## src/fltpe_pkg.sv

```systemverilog
// Shared types, codes and helpers of the four-level page table engine.
`default_nettype none
package fltpe_pkg;

    localparam logic [1:0] CMD_MAP4K = 2'd0;
    localparam logic [1:0] CMD_MAP2M = 2'd1;
    localparam logic [1:0] CMD_UNMAP = 2'd2;
    localparam logic [1:0] CMD_XLATE = 2'd3;

    localparam logic [1:0] ST_OK     = 2'd0;
    localparam logic [1:0] ST_NOMAP  = 2'd1;
    localparam logic [1:0] ST_HUGE   = 2'd2;
    localparam logic [1:0] ST_FULL   = 2'd3;

    localparam logic [1:0] LV_PML4 = 2'd0;
    localparam logic [1:0] LV_PDPT = 2'd1;
    localparam logic [1:0] LV_PD   = 2'd2;
    localparam logic [1:0] LV_PT   = 2'd3;

    typedef struct packed {
        logic [1:0]  command;
        logic [47:0] virt_addr;
        logic [51:0] phys_addr;
        logic [11:0] leaf_flags;
        logic        no_exec;
    } t_in_item;

    typedef struct packed {
        logic [1:0]  status;
        logic [51:0] phys_result;
        logic        found;
        logic        wx_forced;
        logic        remap_warning;
        logic        flush_needed;
        logic [11:0] tables_used;
    } t_out_item;

    // Table index of the virtual address at a given level.
    function automatic logic [8:0] lvl_idx(input logic [47:0] v, input logic [1:0] lv);
        logic [8:0] r;
        unique case (lv)
            LV_PML4: r = v[47:39];
            LV_PDPT: r = v[38:30];
            LV_PD:   r = v[29:21];
            default: r = v[20:12];
        endcase
        return r;
    endfunction

endpackage
`default_nettype wire

```

## src/fltpe_walker.sv

```systemverilog
// Walk sequencer: clears the store, then runs one command at a time over the store port.
`default_nettype none
module fltpe_walker #(
    parameter int TABLE_PAGES = 64
) (
    input  wire logic                    i_clk,
    input  wire logic                    i_rst_n,
    input  wire logic                    i_start,
    input  wire fltpe_pkg::t_in_item     i_item,
    input  wire logic                    i_wx,
    input  wire logic                    i_res_ok,
    output logic                         o_idle,
    output logic                         o_done,
    output fltpe_pkg::t_out_item         o_res,
    output logic                         o_mem_we,
    output logic [$clog2(TABLE_PAGES)+8:0] o_mem_addr,
    output logic [63:0]                  o_mem_wdata,
    input  wire logic [63:0]             i_mem_rdata
);
    localparam int PW    = $clog2(TABLE_PAGES);
    localparam int AW    = PW + 9;
    localparam int DEPTH = TABLE_PAGES * 512;

    typedef enum logic [5:0] {
        S_CLEAR = 6'b000001,
        S_IDLE  = 6'b000010,
        S_RD    = 6'b000100,
        S_EV    = 6'b001000,
        S_WL    = 6'b010000,
        S_DONE  = 6'b100000
    } t_state;

    t_state r_state, n_state;
    logic [AW-1:0] r_clr, n_clr;
    logic [PW:0]   r_next_free, n_next_free;
    logic [11:0]   r_count, n_count;
    logic [PW-1:0] r_page, n_page;
    logic [1:0]    r_lv, n_lv;
    fltpe_pkg::t_in_item r_item, n_item;
    logic [1:0]    r_st, n_st;
    logic [51:0]   r_res, n_res;
    logic          r_found, n_found, r_wxf, n_wxf, r_remap, n_remap, r_flush, n_flush;

    logic [63:0] e;
    logic        is_map, child_ok, full, huge;
    logic [PW-1:0] child;
    logic [51:0] e_addr;

    always_comb begin
        e        = i_mem_rdata;
        is_map   = (r_item.command == fltpe_pkg::CMD_MAP4K) ||
                   (r_item.command == fltpe_pkg::CMD_MAP2M);
        child_ok = e[0] && (e[51:12] < 40'(TABLE_PAGES));
        child    = e[12 +: PW];
        full     = r_next_free >= (PW+1)'(TABLE_PAGES);
        huge     = e[0] && e[7];
        e_addr   = {e[51:12], 12'h000};
    end

    always_comb begin
        n_state     = r_state;
        n_clr       = r_clr;
        n_next_free = r_next_free;
        n_count     = r_count;
        n_page      = r_page;
        n_lv        = r_lv;
        n_item      = r_item;
        n_st        = r_st;
        n_res       = r_res;
        n_found     = r_found;
        n_wxf       = r_wxf;
        n_remap     = r_remap;
        n_flush     = r_flush;
        o_mem_we    = 1'b0;
        o_mem_addr  = {r_page, fltpe_pkg::lvl_idx(r_item.virt_addr, r_lv)};
        o_mem_wdata = 64'd0;
        unique case (r_state)
            S_CLEAR: begin
                o_mem_we   = 1'b1;
                o_mem_addr = r_clr;
                n_clr      = r_clr + 1'b1;
                if (r_clr == AW'(DEPTH - 1)) begin
                    n_state = S_IDLE;
                end
            end
            S_IDLE: begin
                if (i_start) begin
                    n_item  = i_item;
                    n_lv    = fltpe_pkg::LV_PML4;
                    n_page  = '0;
                    n_st    = fltpe_pkg::ST_OK;
                    n_res   = '0;
                    n_found = 1'b0;
                    n_wxf   = 1'b0;
                    n_remap = 1'b0;
                    n_flush = 1'b0;
                    n_state = S_RD;
                end
            end
            S_RD: begin
                n_state = S_EV;
            end
            S_EV: begin
                n_state = S_DONE;
                if (is_map && r_lv == fltpe_pkg::LV_PT) begin
                    // Leaf write of a 4KB map.
                    o_mem_we = 1'b1;
                    n_remap  = e[0] && (e[51:12] != r_item.phys_addr[51:12]);
                    n_wxf    = i_wx && r_item.leaf_flags[1] && !r_item.no_exec;
                    o_mem_wdata = {r_item.no_exec | n_wxf, 11'd0,
                                   r_item.phys_addr[51:12], r_item.leaf_flags};
                    n_flush  = 1'b1;
                end else if (is_map) begin
                    if (r_lv != fltpe_pkg::LV_PML4 && huge) begin
                        n_st = fltpe_pkg::ST_HUGE;
                    end else if (child_ok || !full) begin
                        if (child_ok) begin
                            n_page = child;
                        end else begin
                            // Link a fresh table; unallocated pages are still zero.
                            o_mem_we    = 1'b1;
                            o_mem_wdata = {12'd0, 40'(r_next_free), 12'h003};
                            n_page      = r_next_free[PW-1:0];
                            n_next_free = r_next_free + 1'b1;
                            n_count     = r_count + 12'd1;
                        end
                        n_lv = r_lv + 2'd1;
                        if (r_item.command == fltpe_pkg::CMD_MAP2M &&
                            r_lv == fltpe_pkg::LV_PDPT) begin
                            n_state = S_WL;
                        end else begin
                            n_state = S_RD;
                        end
                    end else begin
                        n_st = fltpe_pkg::ST_FULL;
                    end
                end else if (r_lv == fltpe_pkg::LV_PT) begin
                    if (r_item.command == fltpe_pkg::CMD_UNMAP) begin
                        o_mem_we = 1'b1;
                        n_flush  = 1'b1;
                    end else if (e[0]) begin
                        n_res   = e_addr | {40'd0, r_item.virt_addr[11:0]};
                        n_found = 1'b1;
                    end else begin
                        n_st = fltpe_pkg::ST_NOMAP;
                    end
                end else if (r_lv == fltpe_pkg::LV_PML4 || !huge) begin
                    if (child_ok) begin
                        n_page  = child;
                        n_lv    = r_lv + 2'd1;
                        n_state = S_RD;
                    end else begin
                        n_st = fltpe_pkg::ST_NOMAP;
                    end
                end else if (r_item.command == fltpe_pkg::CMD_XLATE) begin
                    n_found = 1'b1;
                    if (r_lv == fltpe_pkg::LV_PDPT) begin
                        n_res = e_addr | {22'd0, r_item.virt_addr[29:0]};
                    end else begin
                        n_res = e_addr | {31'd0, r_item.virt_addr[20:0]};
                    end
                end else begin
                    n_st = fltpe_pkg::ST_HUGE;
                end
            end
            S_WL: begin
                o_mem_we    = 1'b1;
                o_mem_wdata = {r_item.no_exec, 11'd0, r_item.phys_addr[51:21], 9'd0,
                               12'd0} | {52'd0, r_item.leaf_flags} | 64'h80;
                n_state     = S_DONE;
            end
            S_DONE: begin
                if (i_res_ok) begin
                    n_state = S_IDLE;
                end
            end
            default: begin
                n_state = S_IDLE;
            end
        endcase
    end

    always_ff @(posedge i_clk) begin
        if (!i_rst_n) begin
            r_state     <= S_CLEAR;
            r_clr       <= '0;
            r_next_free <= (PW+1)'(1);
            r_count     <= 12'd0;
        end else begin
            r_state     <= n_state;
            r_clr       <= n_clr;
            r_next_free <= n_next_free;
            r_count     <= n_count;
        end
        r_page  <= n_page;
        r_lv    <= n_lv;
        r_item  <= n_item;
        r_st    <= n_st;
        r_res   <= n_res;
        r_found <= n_found;
        r_wxf   <= n_wxf;
        r_remap <= n_remap;
        r_flush <= n_flush;
    end

    always_comb begin
        o_idle = (r_state == S_IDLE);
        o_done = (r_state == S_DONE);
        o_res.status        = r_st;
        o_res.phys_result   = r_res;
        o_res.found         = r_found;
        o_res.wx_forced     = r_wxf;
        o_res.remap_warning = r_remap;
        o_res.flush_needed  = r_flush;
        o_res.tables_used   = r_count;
    end

    a_count_track: assert property (@(posedge i_clk) disable iff (!i_rst_n)
        r_count == 12'(r_next_free) - 12'd1) else $error("table count out of step");
    a_no_idle_write: assert property (@(posedge i_clk) disable iff (!i_rst_n)
        !(o_idle && o_mem_we)) else $error("store written while idle");
    a_free_bound: assert property (@(posedge i_clk) disable iff (!i_rst_n)
        r_next_free <= (PW+1)'(TABLE_PAGES)) else $error("bump counter overran");
    a_done_ok: assert property (@(posedge i_clk) disable iff (!i_rst_n)
        (o_done && !i_res_ok) |=> o_done) else $error("result dropped");
endmodule
`default_nettype wire

```

## config.mk

```make
export PLATFORM = sky130hd
export DESIGN_NAME = fltpe_walker
export DESIGN_NICKNAME = d
export VERILOG_FILES = /design/src/fltpe_pkg.sv /design/src/fltpe_walker.sv
export SDC_FILE = /design/constraint.sdc
export NUM_CORES = 1
export LEC_CHECK = 0
export ABC_AREA = 1
export BUFFER_PORTS_ARGS = -buffer_cell sky130_fd_sc_hd__buf_2
export CAP_MARGIN = 10
export CORE_AREA = 2 2 142 144
export DETAILED_ROUTE_END_ITERATION = 6
export DIE_AREA = 0 0 144 146
export PLACE_DENSITY = 0.84
export SYNTH_ARGS = -nofsm -noshare
export SYNTH_HDL_FRONTEND = slang
export SYNTH_SLANG_ARGS = --single-unit
```

## constraint.sdc

```tcl
create_clock -name i_clk -period 17.4 [get_ports i_clk]
set_input_delay 1.74 -clock i_clk [delete_from_list [all_inputs] [get_ports i_clk]]
set_output_delay 1.74 -clock i_clk [all_outputs]
set_load 0.01 [all_outputs]
```

==> results.toml, run 1 <==
[place]
dp_slack_ns = 12.10
dp.cells = 1512
dp.final_hpwl_um = 19800
place_congestion = 0.934
placed_area_um2 = 11200
port_buffers = 290

[synthesis]
synth_edf_count = 169
synth_top_family_by_area = "simple AND/OR/NAND/NOR gates"
synth_compound_area_share_pct = 6.60
synthArstFlopShare_pct = 0
seq_area_frac_synth_pct = 61.0
ys_top_cells_by_count = "edfxtp_1, nor2_1, nand2_1"
yosys.area.top_type = "edfxtp_1"
yosys_register_bits = 209
synthDistinctLibCells = 41
synth_simple_gate_area_share_pct = 18.8
yosysTopAreaCellShare_pct = 52.7
yosysMostFrequentCell = "edfxtp_1"
synth_warnings = 0
yosys.area_share.adder_pct = 0.909
synth_cells = 989
synth_mux_area_share_pct = 0
syn_avg_cell_area_um2 = 9.74
netlist_area_um2 = 9640
synthFlopType = "edfxtp_1"
synth-xor-area-share_pct = 4.18
yosys-top-cells-area = "edfxtp_1, dfxtp_1, nor2_1"

[pwr]
swShare_pct = 22.2
seq_power_share_pct = 50.0
leakage_nw = 5.22
pwr-share-clk_pct = 42.9
ir_worst_vdd_mv = 0.0971
p_per_area_nw_per_um2 = 92.1
finalPower_mw = 1.10
internal_power_uw = 855
p_comb_share_pct = 7.0
p_sw_uw = 244

[route]
met2WireLength_um = 12900
drc = 0
wl_met3_um = 2020
drt_iter0_drc = 499
via_per_inst = 5.01
maxUsedRoutingLayer = "met4"
antenna_left = 0
routed_wl_um = 26900
num_vias = 7780
dr.pass1.iters = 5
m1WireLength_um = 11100
drt-wirelength-per-cell_um = 17.3

[grt]
grtUsageTotal_pct = 25.1
grt_pass1_vias = 7427
antenna_found_initial = 0
grt_max_degree = 68
grt_pass1_wl_um = 40300
grt_overflow = 0

[sta]
post-route-period-util_pct = 32.4
fin_ws_ns = 11.77
maxSlewHeadroom_pct = 20.9
max_freq_mhz = 177
rsz0062_at_grt = "no"
hold_slack_ns = 0.494
finalHoldViolCount = 0
period_needed_ns = 5.63
setup_violations = 0
worst_pin_slew_ns = 1.18
skew_ns = 0.0129
drv_slew = 0
fin_tns_setup_ns = 0

[setup_path]
crit_fanout = 28
endpoint_kind = "primary output"
critical_path_class = "reg -> out"
slowest_stage = "clkinv_1"
critPathRequiredTime_ns = 15.66
worstPathArrival_ns = 3.89
path_cells = "ha_1, clkinv_1, nor2_1, inv_1, nand4_4, inv_2, o21a_1, buf_2"
cp-start-kind = "flip-flop"
slowest_delay_ns = 0.95

[floorplan]
die_h_um = 146
ioPinCount = 336
die-area_um2 = 21000
rows = 51
initial_core_util_pct = 49.8
fp.dieW_um = 144
coreArea_um2 = 19300

[clocking]
cts-resized-gates = 0
cts_buffers = 23
cts.sinks = 209
clk_path_buf_depth = 3
cts_setup_buffers = 0
htree_num_levels = 1
cts-root-buf = "clkbuf_16"
cts_tree = "yes"
clock_latency_ns = 0.51
holdBufCountCts = 0
path_clk_slew_ns = 0.06

[final_layout]
finalCoreUtilization_pct = 61.8
instances_no_fill = 1553
synthToLayoutAreaGrowth_pct = 23.9
stdcell_area_um2 = 11900
antenna_cells = 0
nets = 1463
drive_gt1_share_pct = 26.9

[run]
maxCapViolCount = 0

[run_status]
outcome = "finished, final reports clean"

[worst_hold_path]
holdCritPathClass = "reg -> reg"
[cell usage in the layout, fill, tap and decap left out, types with 4 or more instances in the layout]
cell         n
clkbuf_1     6
clkinv_1     5
clkbuf_16   24
nor2_2       4
edfxtp_1   169
o21ai_0     37
buf_2      290
inv_1      140
clkinv_2     5
nor2_1     160
conb_1      11
nand2_1    153
nand4_1     11
xnor2_1     33
xor2_1      13
o211ai_1     7
a21oi_1     63
nand3_1     48
a31oi_1      4
ha_1         7
nor3_1      23
dfxtp_1     40
[registers in the layout (all words and copies together) (netlist names)]
signal and cells:
r_st 2, r_remap 1, r_found 1, r_res 52, r_wxf 1, r_page 6, r_clr 15, r_state 6
r_count 12, r_next_free 7, r_lv 2, r_flush 1, r_item 103
[worst paths after layout]
check / start / to / slack [ns] / cells past startpoint
worst max register to register: r_state[5]$_SDFFE_PN0P_ / r_res[38]$_SDFFCE_PN0P_ / 13.86 / 9
worst min-delay path: r_clr[12]$_SDFFE_PN0P_ / r_clr[12]$_SDFFE_PN0P_ / 0.49 / 1
worst max-delay path: r_lv[0]$_SDFFCE_PN0P_ / o_mem_wdata[1] / 11.77 / 8
worst min register to register: r_clr[12]$_SDFFE_PN0P_ / r_clr[12]$_SDFFE_PN0P_ / 0.49 / 1
[critical path, delay by kind of cell, from the launching register on]
family | cells | cell delay (ns)
adder cells (fa/ha/maj) | 1 | 0.72
AO/OA/AOI/OAI | 1 | 0.22
AND/OR/NAND/NOR | 2 | 0.57
flip-flops | 1 | 0.41
buffers and inverters | 4 | 1.45
[logic make-up (layout without fill, tap and decap cells)]
logic type,count (synthesis),count (layout)
flip-flops,209,209
XOR/XNOR,46,46
adder cells (fa/ha/maj),7,7
other,1,11
AND/OR/NAND/NOR,417,417
AO/OA/AOI/OAI,119,119
buffers and inverters,190,479
[layout make-up]
cell class                      instances  area (µm²)
Clock buffer                           33         664
Clock inverter                          8        66.3
Fill cell                            1604        7390
Inverter                              145         546
Multi-Input combinational cell        600        2980
Sequential cell                       209        5880
Tap cell                              265         332
Timing Repair Buffer                  293        1470
[power groups by stage]
stage | combinational (mW) | sequential, mW | clock [mW]
after global routing | 0.0855 | 0.550 | 0.497
after detailed placement | 0.0767 | 0.560 | 0
after CTS | 0.0772 | 0.550 | 0.478
final | 0.0775 | 0.550 | 0.472
after global placement | 0.0751 | 0.560 | 0
after floorplan | 0.0384 | 0.561 | 0
[layer usage]
| layer | GRT usage, % | vias to the layer above |
|---|---|---|
| li1 | - | 3795 |
| met1 | 32.9 | 3569 |
| met3 | 4.77 | 49 |
| met5 | 0 | - |
| met4 | 8.24 | 0 |
| met2 | 42.1 | 367 |
Power figures use the tool's default switching activity.
==> inputs of run 2 (changes only) <==
==> config.mk (replaced) <==
export PLATFORM = sky130hd
export DESIGN_NAME = fltpe_walker
export DESIGN_NICKNAME = d
export VERILOG_FILES = /design/src/fltpe_pkg.sv /design/src/fltpe_walker.sv
export SDC_FILE = /design/constraint.sdc
export NUM_CORES = 1
export LEC_CHECK = 0
export ABC_AREA = 0
export BUFFER_PORTS_ARGS = -buffer_cell sky130_fd_sc_hd__buf_2
export CAP_MARGIN = 10
export CORE_AREA = 2 2 139 141
export DETAILED_ROUTE_END_ITERATION = 6
export DIE_AREA = 0 0 141 143
export PLACE_DENSITY = 0.85
export SYNTH_ARGS = -nofsm -noshare
export SYNTH_HDL_FRONTEND = slang
export SYNTH_SLANG_ARGS = --single-unit
==> constraint.sdc (replaced) <==
create_clock -name i_clk -period 5.2 [get_ports i_clk]
set_input_delay 0.52 -clock i_clk [delete_from_list [all_inputs] [get_ports i_clk]]
set_output_delay 0.52 -clock i_clk [all_outputs]
set_load 0.01 [all_outputs]
==> results.toml, run 2 <==
[clocking]
htree_num_levels = 1
clk_path_buf_depth = 3
clock_latency_ns = 0.53
cts_setup_buffers = 0
cts_buffers = 23
cts-root-buf = "clkbuf_16"
cts.sinks = 209
holdBufCountCts = 0
path_clk_slew_ns = 0.06
cts-resized-gates = 0
cts_tree = "yes"

[final_layout]
synthToLayoutAreaGrowth_pct = 25.7
multiInputGateArea_um2 = 3010
instances_no_fill = 1270
drive_gt1_share_pct = 33.6
final_common_cell = "buf_2"
largestRegisters = "r_item: 103 flops, r_res: 52 flops, r_clr: 15 flops"
final-seq-area_um2 = 5880
largest_reg_flops = 103
n_fill_cell = 1402
final_cell_mix = "buf_2, edfxtp_1, nor2_1"
regMostFlops = "r_item"
nets = 1209

[synthesis]
synth_warnings = 0
syn_avg_cell_area_um2 = 12.4
synthDistinctLibCells = 57
yosys_register_bits = 209
synth_cells = 740
seq_area_frac_synth_pct = 64.1
yosys-top-cells-area = "edfxtp_1, dfxtp_1, xnor2_1"
yosys.area_share.adder_pct = 0.955
synthArstFlopShare_pct = 0
netlist_area_um2 = 9170
yosysTopAreaCellShare_pct = 55.3
synth_mux_area_share_pct = 1.61
yosys.area.top_type = "edfxtp_1"
synth_simple_gate_area_share_pct = 16.2
synth_compound_area_share_pct = 8.38
synth-xor-area-share_pct = 5.06
synthFlopType = "edfxtp_1"
synth_top_family_by_area = "simple AND/OR/NAND/NOR gates"
ys_top_cells_by_count = "edfxtp_1, nor2_1, a21oi_1"
yosysMostFrequentCell = "edfxtp_1"
synth_edf_count = 169

[route]
drc = 0
dr.pass1.iters = 6
via_per_inst = 5.68
drt_iter0_drc = 561
antenna_left = 0
routed_wl_um = 27100
num_vias = 7217
drt-wirelength-per-cell_um = 21.4

[floorplan]
fp.dieW_um = 141
initial_core_util_pct = 49.4
die-area_um2 = 20200
rows = 50
coreArea_um2 = 18600
ioPinCount = 336
die_h_um = 143

[setup_path]
worstPathArrival_ns = 3.79
endpoint_kind = "primary output"
crit_fanout = 29
critPathRequiredTime_ns = 4.68
critical_path_class = "reg -> out"
cp-start-kind = "flip-flop"

[pwr]
finalPower_mw = 3.76
p_sw_uw = 829
swShare_pct = 22.1
pwr-share-clk_pct = 45.0
p_per_area_nw_per_um2 = 326
leakage_nw = 4.75
ir_worst_vdd_mv = 0.290
seq_power_share_pct = 48.6
p_comb_share_pct = 6.3
internal_power_mw = 2.93

[run]
maxCapViolCount = 0

[sta]
post-route-period-util_pct = 82.9
finalHoldViolCount = 0
maxSlewHeadroom_pct = 22.5
setup_violations = 0
period_needed_ns = 4.31
fin_tns_setup_ns = 0
max_freq_mhz = 232
rsz0062_at_grt = "no"
skew_ns = 0.0306
worst_pin_slew_ns = 1.16
hold_slack_ns = 0.159
drv_slew = 0

[grt]
grt_overflow = 0
grt_pass1_vias = 6977
grt_pass1_wl_um = 39400
grtUsageTotal_pct = 26.0
grt_max_degree = 83
antenna_found_initial = 2

[worst_hold_path]
holdCritPathClass = "in -> reg"

[place]
dp.cells = 1227
dp.final_hpwl_um = 19700
place_congestion = 0.882
port_buffers = 290

[run_status]
outcome = "finished, final reports clean"
-- run 2: area by class of cell --
cell class	count	share of cell area, %
inverter	14	0.478
clock buffer	25	5.06
timing repair buffer	297	13.0
multi-input combinational	473	26.1
clock inverter	17	1.75
tap	234	2.54
sequential	209	51.0
antenna	1	0.0217
-- run 2: final timing paths --
| kind | slack (ns) | startpoint | depth (start not counted) | endpoint |
|---|---|---|---|---|
| hold reg to reg | 0.48 | r_count[11]$_SDFFE_PN0P_ | 2 | r_count[11]$_SDFFE_PN0P_ |
| setup / recovery | 0.89 | r_lv[0]$_SDFFCE_PN0P_ | 7 | o_mem_wdata[14] |
| hold / removal | 0.16 | i_item[49] | 1 | r_item[49]$_DFFE_PP_ |
| setup reg to reg | 2.06 | r_lv[0]$_SDFFCE_PN0P_ | 6 | r_count[4]$_SDFFE_PN0P_ |
-- run 2: cells by family (layout without fill, tap and decap cells) --
kind of cell	after synthesis	after routing
buf+inv	68	353
compound gates	116	116
xor+xnor	53	53
fa+ha+maj	7	7
simple gates	272	272
other cells	1	12
flops	209	209
mux	14	14
-- run 2: layer usage --
metal | vias up | part of all wire (%) | global-route usage, %
li1 | 3301 | - | -
met4 | 2 | 3.6 | 9.00
met5 | - | 0.048 | 0
met1 | 3468 | 38 | 31.3
met2 | 380 | 51 | 46.4
met3 | 66 | 7.5 | 5.37
-- run 2: through the flow --
step                utilization, %  setup WS [ns]  instance area (µm²)
floorplan                        -           1.17                 9210
global placement              57.8           1.58                10700
detailed placement            57.8           1.53                10700
CTS                           62.0          0.949                11500
global route                  62.0          0.659                11500
finish                        62.0          0.889                11500
-- run 2: critical path, stage by stage (launching register included) --
cell and delay (ns):
edfxtp_1 0.44, ha_1 0.42, inv_1 0.66, and2_1 0.27, nand2_1 0.42, nor2_1 0.60, a22o_1 0.29, buf_2 0.15
-- run 2: power groups by stage --
| stage | clock, mW | combinational, mW | sequential [mW] |
|---|---|---|---|
| after floorplan | 0 | 0.117 | 1.86 |
| after global placement | 0 | 0.233 | 1.86 |
| after detailed placement | 0 | 0.236 | 1.86 |
| after CTS | 1.71 | 0.237 | 1.83 |
| after global routing | 1.76 | 0.254 | 1.83 |
| final | 1.69 | 0.238 | 1.83 |
